[src/sv/pnpm_pkg.sv]
// ----------------------------------------------------------------------------
// pnpm_pkg
// Shared types, constants and helpers for the palette nearest / pair match
// block: opcodes, widths, reset values and the per-channel blend.
// ----------------------------------------------------------------------------
package pnpm_pkg;

    // Palette geometry and widths
    localparam int unsigned PALETTE_ENTRIES_DEF = 16;
    localparam int unsigned COLOUR_W            = 24;
    localparam int unsigned DIST_W              = 18;
    localparam int unsigned INDEX_W             = 8;

    // Reset value of the pair limit and the result for "no pair found"
    localparam logic [DIST_W-1:0]  PAIR_LIMIT_RESET = 18'd90000;
    localparam logic [INDEX_W-1:0] NO_PAIR          = 8'hFF;

    // Opcodes carried in tuser
    localparam logic [1:0] OP_WRITE  = 2'd0;
    localparam logic [1:0] OP_SINGLE = 2'd1;
    localparam logic [1:0] OP_PAIR   = 2'd2;

    // Sequencer states
    typedef enum logic [1:0] {
        ST_IDLE,
        ST_SINGLE,
        ST_PAIR,
        ST_RESULT
    } t_state;

    // Per-channel floor average of two RGB colours
    function automatic logic [COLOUR_W-1:0] blend(input logic [COLOUR_W-1:0] a,
                                                  input logic [COLOUR_W-1:0] b);
        logic [COLOUR_W-1:0] res;
        logic [8:0]          sum;
        res = '0;
        for (int c = 0; c < 3; c++) begin
            sum = {1'b0, a[c*8 +: 8]} + {1'b0, b[c*8 +: 8]};
            res[c*8 +: 8] = sum[8:1];
        end
        return res;
    endfunction

endpackage

[src/sv/pnpm_ram.sv]
// ----------------------------------------------------------------------------
// pnpm_ram
// Generic RAM: one write port, two read ports, registered read data.
// ----------------------------------------------------------------------------
module pnpm_ram #(
    parameter  int unsigned WIDTH = 24,
    parameter  int unsigned DEPTH = 16,
    localparam int unsigned AW    = (DEPTH > 1) ? $clog2(DEPTH) : 1
) (
    input  logic             i_clk,
    input  logic             i_we,
    input  logic [AW-1:0]    i_waddr,
    input  logic [WIDTH-1:0] i_wdata,
    input  logic [AW-1:0]    i_raddr_a,
    input  logic [AW-1:0]    i_raddr_b,
    output logic [WIDTH-1:0] o_rdata_a,
    output logic [WIDTH-1:0] o_rdata_b
);

    logic [WIDTH-1:0] r_mem [DEPTH];

    // Write one word, read two
    always_ff @(posedge i_clk) begin
        if (i_we) begin
            r_mem[i_waddr] <= i_wdata;
        end
        o_rdata_a <= r_mem[i_raddr_a];
        o_rdata_b <= r_mem[i_raddr_b];
    end

endmodule

[src/sv/pnpm_dist.sv]
// ----------------------------------------------------------------------------
// pnpm_dist
// Shared distance unit: squared Euclidean distance between two RGB colours.
// ----------------------------------------------------------------------------
module pnpm_dist
    import pnpm_pkg::*;
(
    input  logic [COLOUR_W-1:0] i_a,
    input  logic [COLOUR_W-1:0] i_b,
    output logic [DIST_W-1:0]   o_dist
);

    logic [7:0]  diff [3];
    logic [15:0] sq   [3];

    // Take absolute channel differences and square them
    always_comb begin
        for (int c = 0; c < 3; c++) begin
            diff[c] = (i_a[c*8 +: 8] > i_b[c*8 +: 8]) ? (i_a[c*8 +: 8] - i_b[c*8 +: 8])
                                                      : (i_b[c*8 +: 8] - i_a[c*8 +: 8]);
            sq[c]   = diff[c] * diff[c];
        end
    end

    // Sum the three squares
    assign o_dist = DIST_W'({2'b00, sq[0]}) + DIST_W'({2'b00, sq[1]})
                  + DIST_W'({2'b00, sq[2]});

endmodule

[src/sv/palette_nearest_and_pair_match.sv]
// ----------------------------------------------------------------------------
// palette_nearest_and_pair_match
// Palette store with nearest-entry and blended-pair colour search.
// ----------------------------------------------------------------------------
// A nearest match searches entries 1 to PALETTE_ENTRIES-1, a blended match every ordered
// pair of those entries (limit check then blend per pair), and a transparent query
// offers its result word the next cycle.
// One word at a time: input is ready again the cycle after the result word leaves,
// and stays ready after a write.
// Reset (synchronous, active low) blacks out the palette via valid bits, limit 90000.
// ----------------------------------------------------------------------------
module palette_nearest_and_pair_match
    import pnpm_pkg::*;
#(
    parameter int unsigned PALETTE_ENTRIES = PALETTE_ENTRIES_DEF
) (
    input  logic        i_clk,
    input  logic        i_rst_n,
    // input stream
    input  logic        i_s_tvalid,
    output logic        o_s_tready,
    input  logic [39:0] i_s_tdata,   // entry_index[3:0], red[11:4], green[19:12],
                                     // blue[27:20], alpha[35:28], zero[39:36]
    input  logic [1:0]  i_s_tuser,   // opcode[1:0]
    // result stream
    output logic        o_m_tvalid,
    input  logic        i_m_tready,
    output logic [7:0]  o_m_tdata,   // colour_index[7:0]
    // pair limit register write
    input  logic        i_cfg_valid,
    output logic        o_cfg_ready,
    input  logic [17:0] i_cfg_data
);

    localparam int unsigned AW       = (PALETTE_ENTRIES > 1) ? $clog2(PALETTE_ENTRIES) : 1;
    localparam logic [4:0]  NUM_ENT  = 5'(PALETTE_ENTRIES);
    localparam logic [3:0]  LAST_IDX = 4'(PALETTE_ENTRIES - 1);

    // Input word fields
    logic [3:0]          in_index;
    logic [COLOUR_W-1:0] in_colour;
    logic [7:0]          in_alpha;
    logic                in_accept;

    assign in_index  = i_s_tdata[3:0];
    assign in_colour = {i_s_tdata[11:4], i_s_tdata[19:12], i_s_tdata[27:20]};
    assign in_alpha  = i_s_tdata[35:28];
    assign in_accept = i_s_tvalid && o_s_tready;

    // Control and datapath registers
    t_state               r_state, n_state;
    logic [3:0]           r_x, n_x;
    logic [3:0]           r_y, n_y;
    logic                 r_phase, n_phase;
    logic                 r_pd_ok, n_pd_ok;
    logic                 r_found, n_found;
    logic [DIST_W-1:0]    r_best_d, n_best_d;
    logic [INDEX_W-1:0]   r_best, n_best;
    logic [INDEX_W-1:0]   r_result, n_result;
    logic [COLOUR_W-1:0]  r_query;
    logic [DIST_W-1:0]    r_limit;
    logic [PALETTE_ENTRIES-1:0] r_valid;
    logic                 r_vld_x, r_vld_y;

    // Palette memory signals
    logic                 we;
    logic [COLOUR_W-1:0]  rd_x, rd_y;
    logic [COLOUR_W-1:0]  ent_x, ent_y;

    // Distance unit operands
    logic [COLOUR_W-1:0]  dist_a, dist_b;
    logic [DIST_W-1:0]    sq_dist;
    logic                 better;
    logic                 last_pair;

    // Write a palette entry only when it lies inside the palette
    assign we = in_accept && (i_s_tuser == OP_WRITE) && ({1'b0, in_index} < NUM_ENT);

    pnpm_ram #(
        .WIDTH (COLOUR_W),
        .DEPTH (PALETTE_ENTRIES)
    ) u_palette (
        .i_clk     (i_clk),
        .i_we      (we),
        .i_waddr   (in_index[AW-1:0]),
        .i_wdata   (in_colour),
        .i_raddr_a (n_x[AW-1:0]),
        .i_raddr_b (n_y[AW-1:0]),
        .o_rdata_a (rd_x),
        .o_rdata_b (rd_y)
    );

    // Entries never written read as black
    assign ent_x = r_vld_x ? rd_x : '0;
    assign ent_y = r_vld_y ? rd_y : '0;

    // Steer the shared distance unit
    always_comb begin
        dist_a = ent_x;
        dist_b = r_query;
        if (r_state == ST_PAIR) begin
            if (!r_phase) begin
                dist_a = ent_y;
                dist_b = ent_x;
            end else begin
                dist_a = blend(ent_x, ent_y);
            end
        end
    end

    pnpm_dist u_dist (
        .i_a    (dist_a),
        .i_b    (dist_b),
        .o_dist (sq_dist)
    );

    assign last_pair = (r_x == LAST_IDX) && (r_y == LAST_IDX);

    always_comb begin
        better = !r_found || (sq_dist < r_best_d);
        if (r_state == ST_PAIR) begin
            better = better && r_pd_ok;
        end
    end

    // Next state
    always_comb begin
        n_state = r_state;
        case (r_state)
            ST_IDLE: begin
                if (in_accept) begin
                    case (i_s_tuser)
                        OP_SINGLE: n_state = (in_alpha == 8'd0) ? ST_RESULT : ST_SINGLE;
                        OP_PAIR:   n_state = (in_alpha == 8'd0) ? ST_RESULT : ST_PAIR;
                        default:   n_state = ST_IDLE;
                    endcase
                end
            end
            ST_SINGLE: begin
                if (r_x == LAST_IDX) begin
                    n_state = ST_RESULT;
                end
            end
            ST_PAIR: begin
                if (r_phase && last_pair) begin
                    n_state = ST_RESULT;
                end
            end
            ST_RESULT: begin
                if (i_m_tready) begin
                    n_state = ST_IDLE;
                end
            end
            default: n_state = ST_IDLE;
        endcase
    end

    // Handshake outputs
    always_comb begin
        o_s_tready = 1'b0;
        o_m_tvalid = 1'b0;
        case (r_state)
            ST_IDLE:   o_s_tready = 1'b1;
            ST_RESULT: o_m_tvalid = 1'b1;
            default: begin
                o_s_tready = 1'b0;
                o_m_tvalid = 1'b0;
            end
        endcase
    end

    assign o_m_tdata   = r_result;
    assign o_cfg_ready = 1'b1;

    // Walk candidates and track the best one
    always_comb begin
        n_x      = r_x;
        n_y      = r_y;
        n_phase  = r_phase;
        n_pd_ok  = r_pd_ok;
        n_found  = r_found;
        n_best_d = r_best_d;
        n_best   = r_best;
        n_result = r_result;
        case (r_state)
            ST_IDLE: begin
                if (in_accept) begin
                    n_x      = 4'd1;
                    n_y      = 4'd1;
                    n_phase  = 1'b0;
                    n_found  = 1'b0;
                    n_best   = (i_s_tuser == OP_PAIR) ? NO_PAIR : '0;
                    n_result = '0;
                end
            end
            ST_SINGLE: begin
                if (better) begin
                    n_found  = 1'b1;
                    n_best_d = sq_dist;
                    n_best   = {4'h0, r_x};
                end
                n_x = r_x + 4'd1;
                if (r_x == LAST_IDX) begin
                    n_result = better ? {4'h0, r_x} : r_best;
                end
            end
            ST_PAIR: begin
                if (!r_phase) begin
                    // check the two entries are close enough to blend
                    n_pd_ok = (sq_dist <= r_limit);
                    n_phase = 1'b1;
                end else begin
                    if (better) begin
                        n_found  = 1'b1;
                        n_best_d = sq_dist;
                        n_best   = {r_y, r_x};
                    end
                    n_phase = 1'b0;
                    if (r_x == LAST_IDX) begin
                        n_x = 4'd1;
                        n_y = r_y + 4'd1;
                    end else begin
                        n_x = r_x + 4'd1;
                    end
                    if (last_pair) begin
                        n_result = better ? {r_y, r_x} : r_best;
                    end
                end
            end
            default: begin
                n_x = r_x;
            end
        endcase
    end

    // Control registers
    always_ff @(posedge i_clk) begin
        if (!i_rst_n) begin
            r_state <= ST_IDLE;
            r_valid <= '0;
            r_limit <= PAIR_LIMIT_RESET;
        end else begin
            r_state <= n_state;
            if (we) begin
                r_valid[in_index[AW-1:0]] <= 1'b1;
            end
            if (i_cfg_valid) begin
                r_limit <= i_cfg_data;
            end
        end
    end

    // Payload registers
    always_ff @(posedge i_clk) begin
        r_x      <= n_x;
        r_y      <= n_y;
        r_phase  <= n_phase;
        r_pd_ok  <= n_pd_ok;
        r_found  <= n_found;
        r_best_d <= n_best_d;
        r_best   <= n_best;
        r_result <= n_result;
        r_vld_x  <= r_valid[n_x[AW-1:0]];
        r_vld_y  <= r_valid[n_y[AW-1:0]];
        if (in_accept) begin
            r_query <= in_colour;
        end
    end

endmodule
[config.mk]
export PLATFORM = sky130hd
export DESIGN_NAME = palette_nearest_and_pair_match
export DESIGN_NICKNAME = d
export VERILOG_FILES = /design/src/sv/pnpm_pkg.sv /design/src/sv/pnpm_ram.sv /design/src/sv/pnpm_dist.sv /design/src/sv/palette_nearest_and_pair_match.sv
export SDC_FILE = /design/constraint.sdc
export NUM_CORES = 1
export LEC_CHECK = 0
export BUFFER_PORTS_ARGS = -buffer_cell sky130_fd_sc_hd__buf_4
export CORE_UTILIZATION = 31
export DETAILED_ROUTE_END_ITERATION = 10
export HOLD_SLACK_MARGIN = 0.03
export SLEW_MARGIN = 20
export SYNTH_ARGS = -nofsm -noshare
export SYNTH_HDL_FRONTEND = slang
export SYNTH_HIERARCHICAL = 1
export SYNTH_SLANG_ARGS = --single-unit
[constraint.sdc]
create_clock -name i_clk -period 11.5 [get_ports i_clk]
set_input_delay 0.575 -clock i_clk [delete_from_list [all_inputs] [get_ports i_clk]]
set_output_delay 0.575 -clock i_clk [all_outputs]
set_load 0.02 [all_outputs]
* Word level (Yosys, flattened, before mapping)
Memories as Yosys holds them, arrays and structs flattened. A register that Yosys moved wholly into a read port is not among the register bits.
Index checks and enable logic that the tools add are counted.
** Word-level totals
- Register bits :: 107
- Memory bits (writable) :: 384
- Output and inout port bits :: 11
- Memories :: 1
** Memories
- u_palette.r_mem :: words 16, width 24, rd ports 2, clocked after memory_dff 2, write ports 1, line pnpm_ram.sv:20 : logic [WIDTH-1:0] r_mem [DEPTH];
** Operators by class
- Add/subtract/negate cells :: 13
- Multipliers :: 3
- Order comparisons :: 9
- Eq/ne operators :: 13
- Mux-type cells :: 56
- Bitwise operators :: 2
- Reductions and logical operators :: 20
** Operators with widths (count)
- $mux 24 :: 6
- $mux 8 :: 12
- $mul 8x8->16 :: 3
- $pmux 8 s3 :: 2
- $sub 8x8->8 :: 6
- $mux 18 :: 2
- $pmux 18 s2 :: 1
- $add 8x8->9 :: 3
- $gt 8x8->1 :: 3
- $mux 4 :: 6
- $add 18x16->18 :: 1
- $le 18x18->1 :: 1
- $lt 18x18->1 :: 1
- $add 16x16->17 :: 1
- $or 16x16->16 :: 1
- $lt 4x5->1 const B :: 3
- $mux 1 :: 13
- $pmux 4 s3 :: 1
- $mux 2 :: 5
- $ne 2x2->1 const B :: 5
- $add 4x1->4 const B :: 2
- $bmux 1 s4 :: 2
- $eq 4x4->1 const B :: 2
- $logic_not 8->1 :: 1
- 21 further kinds :: 33

* Depth between registers and ports, before layout
Gate-level depths: netlist (run 1).
- Depth after elaboration :: 17
- Depth in mapped cells :: 53
- Mapped depth without buffers :: 47

* Hierarchy
The synthesis (run 1) kept the hierarchy.
** Modules (own cells, without submodules)
- pnpm_ram :: instances 1, cells an instance 865, area an instance 18220.0 µm², sequential area each 12492.0 µm²
- pnpm_dist :: instances 1, cells an instance 863, area an instance 7450.9 µm², sequential area each 0.0 µm²
- palette_nearest_and_pair_match :: instances 1, cells an instance 819, area an instance 7295.7 µm², sequential area each 2752.6 µm²

* Worst setup path after synthesis (run 1)
Ideal clock, no wire load.
- Kind :: reg-to-reg
- From :: register, netlist name r_vld_x
- To :: register r_best_d[0] (enable)
- Setup time :: 0.376 ns
- Data arrival time :: 11.143 ns
- Setup slack :: -0.019 ns
- Stages on the path, launching flop included :: 44
- Period minus slack after synthesis :: 11.519 ns
- Cells stage by stage :: dfxtp_1 clkbuf_1 clkbuf_1 nand2_1 fa_1 nor2b_1 o21ai_0 a21boi_0 o21a_1 o31a_1 a22oi_1 a21oi_1 inv_1 ha_1 a21o_2 a211o_2 o21ai_4 mux2i_1 [8 not listed] fa_1 fa_1 inv_1 fa_1 inv_1 ha_1 o21a_1 o21a_1 o21a_1 a31oi_1 mux2i_1 nand2_1 ha_1 nand3_1 a21boi_0 o31a_1 nor3_2 and3_1
** RTL lines
- to (signal assigned) :: line palette_nearest_and_pair_match.sv:260 : r_best_d <= n_best_d;
- to (decl) :: line palette_nearest_and_pair_match.sv:57 : logic [DIST_W-1:0] r_best_d, n_best_d;

==> impl_metrics.tcl, run 1 <==
set metrics [dict create \
    initial_core_util_pct 31.3 \
    final_antenna_net_count 0 \
    r2r-end "r_best[5]$_DFFE_PP_" \
    dieWidth_um 328 \
    dominantRegCellSynth "edfxtp_1" \
    dp_hpwl_mm 54.7 \
    cp_slowest_cell "fa_1" \
    reg2reg_from "r_vld_y$_DFF_P_" \
    die_area_um2 108000 \
    htreeDepth 2 \
    criticalPathCategory "reg2reg" \
    clock_sink_count 539 \
    layout-drive-gt1-share_pct 25.4 \
    clk_latency_ps 650 \
    port_buffers 70 \
    min_from "i_cfg_data[14]" \
    routabilityCongestion 0.824 \
    multi_input_area_um2 16500 \
    ys_types 81 \
    finalWirelength_mm 82.0 \
    grt_max_degree 65 \
    via_per_inst 5.03 \
    worst_path_most_repeated_cell "fa_1" \
    utilization_pct 37.0 \
    reg2reg_depth 45 \
    cts-buffers-inserted 58 \
    cts_tree "done" \
    maxCapViolCount 0 \
    nFillCells 10100 \
    synth_edf_count 445 \
    fin_crit_ps 11080 \
    crit_arrival_ps 11450 \
    relSlewSlack_pct 22.3 \
    hold_path_depth 3 \
    cts_buffer_depth 3 \
    cp.required_ps 11870 \
    min_to "r_limit[14]$_SDFFE_PN1P_" \
    synth-seq-cells 539 \
    cts_root_buf "clkbuf_16" \
    core_area_um2 105000 \
    synth_nets 2944 \
    yosys_warnings 6 \
    route.vias.total 21100 \
    critPathCaptureType "flop" \
    clk_pin_slew_worst_paths_ps 60 \
    yosys.area.top_type "edfxtp_1" \
    std_cell_rows 119 \
    drt_first_iter_violations 1647 \
    max_freq_mhz 90.2 \
    routedWlPerCell_um 19.6 \
    seqCellArea_um2 15300 \
    ios 76 \
    crit_path_start_kind "flop" \
    avgSynthCellArea_um2 12.9 \
    grt_pass1_wl_mm 125 \
    drc_errors 2 \
    ctsHoldBuffers 0 \
    syn_to_final_growth_pct 18.2 \
    die_h_um 328 \
    yosysTopAreaCellShare_pct 40.5 \
    async_flop_share_pct 0 \
    slew_viol_final 0 \
    hold_viol_final 0 \
    synth_area_leaders "edfxtp_1 41%, mux4_2 13%, fa_1 8.6%, ha_1 7.2%, dfxtp_1 5.7%" \
    drt-pass1-iter-count 8 \
    antenna_found_initial 2 \
    violations "DRC" \
    grt_pass1_vias 21500 \
    path_max_fanout 8 \
    syn_area_um2 33000 \
    min_period_over_period_pct 96.4 \
    seq_area_frac_synth_pct 46.2 \
    setup_violations 0 \
    skew_ps 34.2 \
    outcome "finished with violations" \
    grt-ovfl-total 0 \
    syn_inst 2547 \
    hp-class "in2reg" \
    reg2reg_slack_ps 420 \
    grt_usage_pct 15.1 \
    final_nets 3145 \
    tightestPinTransition_ps 1160 \
    worst_path_largest_cell_delay_ps 550 \
]
[cell families after synthesis]
kind of cell	share of synthesized area, %
and+or+nand+nor	7.23
other	0.0114
xor gates and xnor gates	1.29
AOI/OAI and AO/OA	8.08
adders and majority gates	15.8
muxes	15.7
buffers and inverters	5.66
DFF	46.2
[per-stage QoR]
| step | worst slack [ps] | hold WS, ps | instance area, µm² | cells | TNS, ps |
|---|---|---|---|---|---|
| floorplan | 116 | 458 | 33000 | 2547 | 0 |
| detailed placement | -287 | 487 | 36200 | 4060 | -5530 |
| global placement | -265 | 479 | 36100 | 4053 | -5250 |
| finish | 415 | 172 | 39000 | 4190 | 0 |
| CTS | 47.3 | 128 | 38300 | 4171 | 0 |
| global route | -69.1 | 162 | 39000 | 4190 | -451 |
[cell type report]
class	count	share of cell area [%]
sequential	539	39.1
clock buffer	84	4.44
clock inverter	26	0.713
timing repair buffer	259	5.58
multi-input combinational	1548	42.3
antenna	1	0.00642
inverter	342	3.32
tap	1391	4.47
[cell usage in the layout, fill, tap and decap left out, types with 15 or more instances in the layout]
cell type | netlist | layout
fa_1 | 142 | 137
o21a_1 | 15 | 15
xnor2_1 | 33 | 25
inv_1 | 340 | 335
nand2b_1 | 30 | 26
clkbuf_16 | 0 | 64
buf_4 | 2 | 242
nor2_1 | 175 | 157
edfxtp_1 | 445 | 445
and2_1 | 32 | 32
mux2i_1 | 61 | 54
mux2_2 | 19 | 19
a22oi_1 | 99 | 98
nand2_1 | 145 | 142
ha_1 | 190 | 180
dfxtp_1 | 94 | 92
nand3_1 | 18 | 18
mux4_2 | 192 | 192
a21oi_1 | 76 | 68
nand4_1 | 15 | 15
o21ai_0 | 70 | 58
[worst max-delay path: cells and delay by family, from the launching register on]
kind	cells	cell delay (ps)
buffers and inverters	9	760
multiplexers	2	470
XOR/XNOR	1	120
flip-flops	1	370
AND/OR/NAND/NOR	8	1420
AO/OA/AOI/OAI	14	2950
adder cells (fa/ha/maj)	11	4720
[flip-flops by register name (all words and copies together), names as in the netlist]
signal / count
r_valid: 16
r_phase: 1
u_palette/o_rdata_a: 24
r_limit: 18
r_best: 8
r_state: 2
u_palette/r_mem: 384
r_found: 1
r_pd_ok: 1
r_x: 4
r_y: 4
r_vld_y: 1
u_palette/o_rdata_b: 24
r_best_d: 18
r_vld_x: 1
r_query: 24
o_m_tdata: 8
[Yosys cell counts, drive strengths merged, types with 11 or more instances]
master / n
clkbuf: 63
mux4: 192
ha: 190
nand2: 147
fa: 142
a21o: 16
dfxtp: 94
buf: 55
mux2: 19
mux2i: 62
nor2: 175
nand2b: 30
o21bai: 14
a22oi: 100
edfxtp: 445
xor2: 11
xnor2: 35
nand4: 15
o21ai: 75
a21oi: 76
nand3: 18
inv: 342
and2: 33
or2: 14
o21a: 15
nor3: 19
nor2b: 18
a31oi: 13
o211ai: 13
[timing repair]
action                                  CTS  global route
cloned                                    0             1
pin swaps                                 2            46
hold endpoints to repair                  0             0
resized for setup                        11           104
buffers inserted                          1            15
endpoints found under the setup margin   34            35
[worst max path at each step]
stage | startpoint | to | slack, ps | depth (start not counted)
floorplan | r_vld_x$_DFF_P_ | r_best[4]$_DFFE_PP_ | 120 | 46
finish | r_vld_y$_DFF_P_ | r_best[5]$_DFFE_PP_ | 420 | 45
global placement | r_vld_y$_DFF_P_ | r_best[5]$_DFFE_PP_ | -260 | 43
global route | r_vld_x$_DFF_P_ | r_best[4]$_DFFE_PP_ | -70 | 46
detailed placement | r_vld_y$_DFF_P_ | r_best[4]$_DFFE_PP_ | -290 | 43
CTS | r_vld_x$_DFF_P_ | r_best[5]$_DFFE_PP_ | 50 | 45
[layer usage]
layer	GRT usage, %	up-vias	wire [µm]
met5	0	-	17
met4	4.25	2	1910
met3	2.11	133	4520
met2	26.2	582	41500
met1	19.5	10700	34100
li1	-	9687	-
Power of run 1 is not shown: default switching activity piles up to over one toggle a cycle in this logic, so the estimate is an artifact.
==> run 2, diff against run 1 <==
--- a/config.mk
+++ b/config.mk
@@ -9,6 +9,7 @@
 export CORE_UTILIZATION = 31
 export DETAILED_ROUTE_END_ITERATION = 10
 export HOLD_SLACK_MARGIN = 0.03
+export PLACE_DENSITY = 0.45
 export SLEW_MARGIN = 20
 export SYNTH_ARGS = -nofsm -noshare
 export SYNTH_HDL_FRONTEND = slang
==> impl_metrics.tcl, run 2 (same netlist as run 1, synthesis figures left out) <==
set metrics [dict create \
    cp.required_ps 11910 \
    core_area_um2 105000 \
    port_buffers 70 \
    dieWidth_um 328 \
    grt-ovfl-total 0 \
    reg2reg_depth 46 \
    fin_area_um2 39800 \
    maxCapViolCount 0 \
    initial_core_util_pct 31.3 \
    skew_ps 44.6 \
    setup_tns_ps 0 \
    std_cell_rows 119 \
    slew_viol_final 0 \
    criticalPathCategory "reg2reg" \
    path_max_fanout 8 \
    detailedPlace.worstSlack_ps -242 \
    crit_path_start_kind "flop" \
    worst_path_most_repeated_cell "inv_1" \
    cts_tree "done" \
    mostFrequentLayoutCell "edfxtp_1" \
    min_period_over_period_pct 96.2 \
    die_h_um 328 \
    max_freq_mhz 90.4 \
    grt_pass1_vias 23000 \
    route.vias.total 21400 \
    layout-drive-gt1-share_pct 28.6 \
    placed_cell_area_um2 36700 \
    ios 76 \
    final_cell_mix "445 x edfxtp_1, 331 x inv_1, 298 x buf_4, 192 x mux4_2, 170 x ha_1" \
    die_area_um2 108000 \
    multi_input_area_um2 16900 \
    drt-pass1-iter-count 7 \
    cts_root_buf "clkbuf_16" \
    grt_pass1_wl_mm 137 \
    via_per_inst 5.03 \
    drt_first_iter_violations 1271 \
    grt_usage_pct 16.7 \
    final_antenna_net_count 0 \
    antenna_found_initial 8 \
    htreeDepth 2 \
    largest_reg_flops 384 \
    drc_errors 2 \
    outcome "finished with violations" \
    cp_slowest_cell "fa_1" \
    fin_crit_ps 11060 \
    hp-class "in2reg" \
    cts_buffer_depth 3 \
    hold_viol_final 0 \
    finalWirelength_mm 90.1 \
    setup_violations 0 \
    clock_sink_count 539 \
    tightestPinTransition_ps 1030 \
    relSlewSlack_pct 31.0 \
    top_register "u_palette/r_mem" \
    dp_hpwl_mm 60.0 \
    routedWlPerCell_um 21.2 \
    clk_latency_ps 690 \
    crit_arrival_ps 11470 \
    seqCellArea_um2 15200 \
    critPathCaptureType "flop" \
    routabilityCongestion 0.799 \
    fin_ws_ps 440 \
    final_nets 3207 \
    nFillCells 10100 \
    violations "DRC" \
    syn_to_final_growth_pct 20.8 \
    clk_pin_slew_worst_paths_ps 60 \
    hold_path_depth 3 \
    worst_path_largest_cell_delay_ps 550 \
    grt_max_degree 60 \
    cts-buffers-inserted 61 \
    utilization_pct 37.8 \
]
-- run 2: per-layer routing --
metal	global-route usage, %	up-vias	part of all wire, %
met2	29.6	384	52
met3	1.92	114	3.5
li1	-	9811	-
met1	21.4	11100	42
met5	0	-	0.034
met4	4.87	4	2.2
-- run 2: cell type report --
| class | count | area share, % |
|---|---|---|
| Antenna cell | 1 | 0.00628 |
| Clock buffer | 88 | 4.34 |
| Clock inverter | 28 | 0.993 |
| Inverter | 342 | 3.25 |
| Multi-Input combinational cell | 1548 | 42.3 |
| Sequential cell | 539 | 38.3 |
| Tap cell | 1391 | 4.37 |
| Timing Repair Buffer | 318 | 6.41 |
-- run 2: path summary, 6_finish.rpt --
kind	from	end	slack [ps]
worst min register to register	r_limit[11]$_SDFFE_PN1P_	r_limit[11]$_SDFFE_PN1P_	500
worst min-delay path	i_cfg_data[11]	r_limit[11]$_SDFFE_PN1P_	140
worst max-delay path	r_vld_x$_DFF_P_	r_best[6]$_DFFE_PP_	440
worst max register to register	r_vld_x$_DFF_P_	r_best[6]$_DFFE_PP_	440
-- run 2: timing repair --
action                                  4_1_cts  5_1_grt
cloned                                        0        2
endpoints found under the setup margin       34       35
pin swaps                                     6       94
hold buffers                                  0        0
setup buffers                                 0       12
gates resized for setup                      22      167
-- run 2: critical path: cells and delay by family, from the launching register on --
family                     cells  cell delay [ps]
muxes                          1              240
buffers and inverters         12             1040
xor gates and xnor gates       2              310
adders and majority gates     11             4740
AOI/OAI and AO/OA             12             2360
and+or+nand+nor                8             1740
DFF                            1              380
-- run 2: metrics by stage --
stage / hold slack, ps / instances
6_report: 139 / 4255
5_1_grt: 132 / 4255
4_1_cts: 93.8 / 4241
3_5_place_dp: 490 / 4125
3_3_place_gp: 480 / 4124
2_1_floorplan: 458 / 2547
Power of run 2 is left out for the same reason.
==> run 3, diff against run 2 <==
--- a/config.mk
+++ b/config.mk
@@ -9,7 +9,7 @@
 export CORE_UTILIZATION = 31
 export DETAILED_ROUTE_END_ITERATION = 10
 export HOLD_SLACK_MARGIN = 0.03
-export PLACE_DENSITY = 0.45
+export PLACE_DENSITY_LB_ADDON = 0.12
 export SLEW_MARGIN = 20
 export SYNTH_ARGS = -nofsm -noshare
 export SYNTH_HDL_FRONTEND = slang
==> impl_metrics.tcl, run 3 (same netlist as run 1, synthesis figures left out) <==
set metrics [dict create \
    cts_root_buf "clkbuf_16" \
    skew_ps 16.7 \
    cp_num_buf_inv 6 \
    hold_viol_final 0 \
    antenna_found_initial 8 \
    die_area_um2 108000 \
    tightestPinTransition_ps 1060 \
    grt_pass1_vias 22700 \
    max_freq_mhz 90.2 \
    initial_core_util_pct 31.3 \
    final_antenna_net_count 0 \
    ios 76 \
    slew_viol_final 0 \
    ctsHoldBuffers 0 \
    grt_pass1_wl_mm 140 \
    htreeDepth 2 \
    finalWirelength_mm 93.2 \
    final_cell_mix "445 x edfxtp_1, 327 x inv_1, 314 x buf_4, 192 x mux4_2, 174 x ha_1" \
    outcome "finished with violations" \
    path_max_fanout 8 \
    critPathCaptureType "flop" \
    route.vias.total 21300 \
    crit_arrival_ps 11500 \
    largest_reg_flops 384 \
    clock_sink_count 539 \
    port_buffers 70 \
    crit_path_start_kind "flop" \
    cp_slowest_cell "fa_1" \
    endpoint "r_best[7]$_DFFE_PP_" \
    reg2reg_depth 44 \
    nFillCells 10200 \
    top_register "u_palette/r_mem" \
    via_per_inst 5.00 \
    final_nets 3220 \
    reg2reg_from "r_vld_x$_DFF_P_" \
    violations "DRC" \
    grt-ovfl-total 0 \
    reg2reg_slack_ps 410 \
    std_cell_rows 119 \
    utilization_pct 37.6 \
    worst_path_largest_cell_delay_ps 550 \
    path_depth 44 \
    cts_tree "done" \
    fin_ws_ps 410 \
    cts-buffers-inserted 61 \
    drt_first_iter_violations 1303 \
    cp.required_ps 11910 \
    relSlewSlack_pct 29.6 \
    layout-drive-gt1-share_pct 27.7 \
    grt_max_degree 65 \
    maxCapViolCount 0 \
    setup_violations 0 \
    drc_errors 8 \
    grt_usage_pct 17.4 \
    setup_tns_ps 0 \
    syn_to_final_growth_pct 20.2 \
    routedWlPerCell_um 21.8 \
    dieWidth_um 328 \
    cts_buffer_depth 3 \
    dp_hpwl_mm 61.4 \
    clk_pin_slew_worst_paths_ps 60 \
    r2r-end "r_best[7]$_DFFE_PP_" \
    core_area_um2 105000 \
    drt-pass1-iter-count 8 \
    cp_top_family "adder cells" \
    crit_start "r_vld_x$_DFF_P_" \
    hp-class "in2reg" \
    criticalPathCategory "reg2reg" \
    worst_path_most_repeated_cell "fa_1" \
    fin_crit_ps 11090 \
    detailedPlace.worstSlack_ps -392 \
    mostFrequentLayoutCell "edfxtp_1" \
    clk_latency_ps 670 \
    die_h_um 328 \
    min_period_over_period_pct 96.4 \
    routabilityCongestion 0.784 \
]
## run 3: cell count changes in the layout (fill, tap and decap cells not counted), sizes merged
cell	previous run	this run
buf	316	330
clkinv	17	25
clkbuf	90	84
diode	1	4
bufinv	7	5
clkinvlp	2	0
inv	344	343
## run 3: final cells by class
class | count | area (µm²) | share of cell area, %
multi-input combinational | 1548 | 16700 | 42.2
inverter | 342 | 1300 | 3.27
sequential | 539 | 15300 | 38.5
clock buffer | 83 | 1640 | 4.14
antenna | 4 | 10.0 | 0.0253
tap | 1391 | 1740 | 4.39
clock inverter | 31 | 320 | 0.808
timing repair buffer | 331 | 2630 | 6.63
## run 3: metrics by stage
step           hold slack, ps  std cells  cell area (µm²)
6_report                  134       4269            39600
5_1_grt                   128       4268            39600
4_1_cts                  87.2       4240            38700
3_5_place_dp              487       4126            36600
3_3_place_gp              480       4126            36600
2_1_floorplan             458       2547            33000
## run 3: repair_timing
| action | 4_1_cts | 5_1_grt |
|---|---|---|
| setup buffers | 0 | 26 |
| endpoints found under the setup margin | 34 | 34 |
| cloned | 0 | 1 |
| resized for setup | 23 | 141 |
| pin swaps | 5 | 83 |
| hold endpoints to repair | 0 | 0 |
## run 3: how the worst min path moves through the flow
stage	from	end	slack, ps	cells past startpoint
finish	i_cfg_data[11]	r_limit[11]$_SDFFE_PN1P_	130	3
global route	i_cfg_data[14]	r_limit[14]$_SDFFE_PN1P_	130	3
CTS	i_cfg_data[4]	r_limit[4]$_SDFFE_PN1P_	90	3
detailed placement	r_valid[15]$_SDFFE_PN0P_	r_valid[15]$_SDFFE_PN0P_	490	1
global placement	r_limit[6]$_SDFFE_PN0P_	r_limit[6]$_SDFFE_PN0P_	480	2
floorplan	r_valid[4]$_SDFFE_PN0P_	r_valid[4]$_SDFFE_PN0P_	460	2
## run 3: layer usage
metal  vias up  wire [µm]  share of wire, %  global-route usage (%)
li1       9837          -                 -                       -
met1     11000      40000                43                    22.2
met2       381      47800                51                    30.6
met3       103       3420               3.7                    2.32
met4         2       2050               2.2                    4.93
met5         -          9            0.0097                       0
## run 3: worst register-to-register path, delay by kind of cell, from the launching register on
family | cells | cell delay (ps)
adders and majority gates | 11 | 4760
AOI/OAI and AO/OA | 14 | 2820
and+or+nand+nor | 10 | 1640
buffers and inverters | 6 | 630
muxes | 2 | 480
DFF | 1 | 380
xor gates and xnor gates | 1 | 130
Power of run 3 is left out for the same reason.
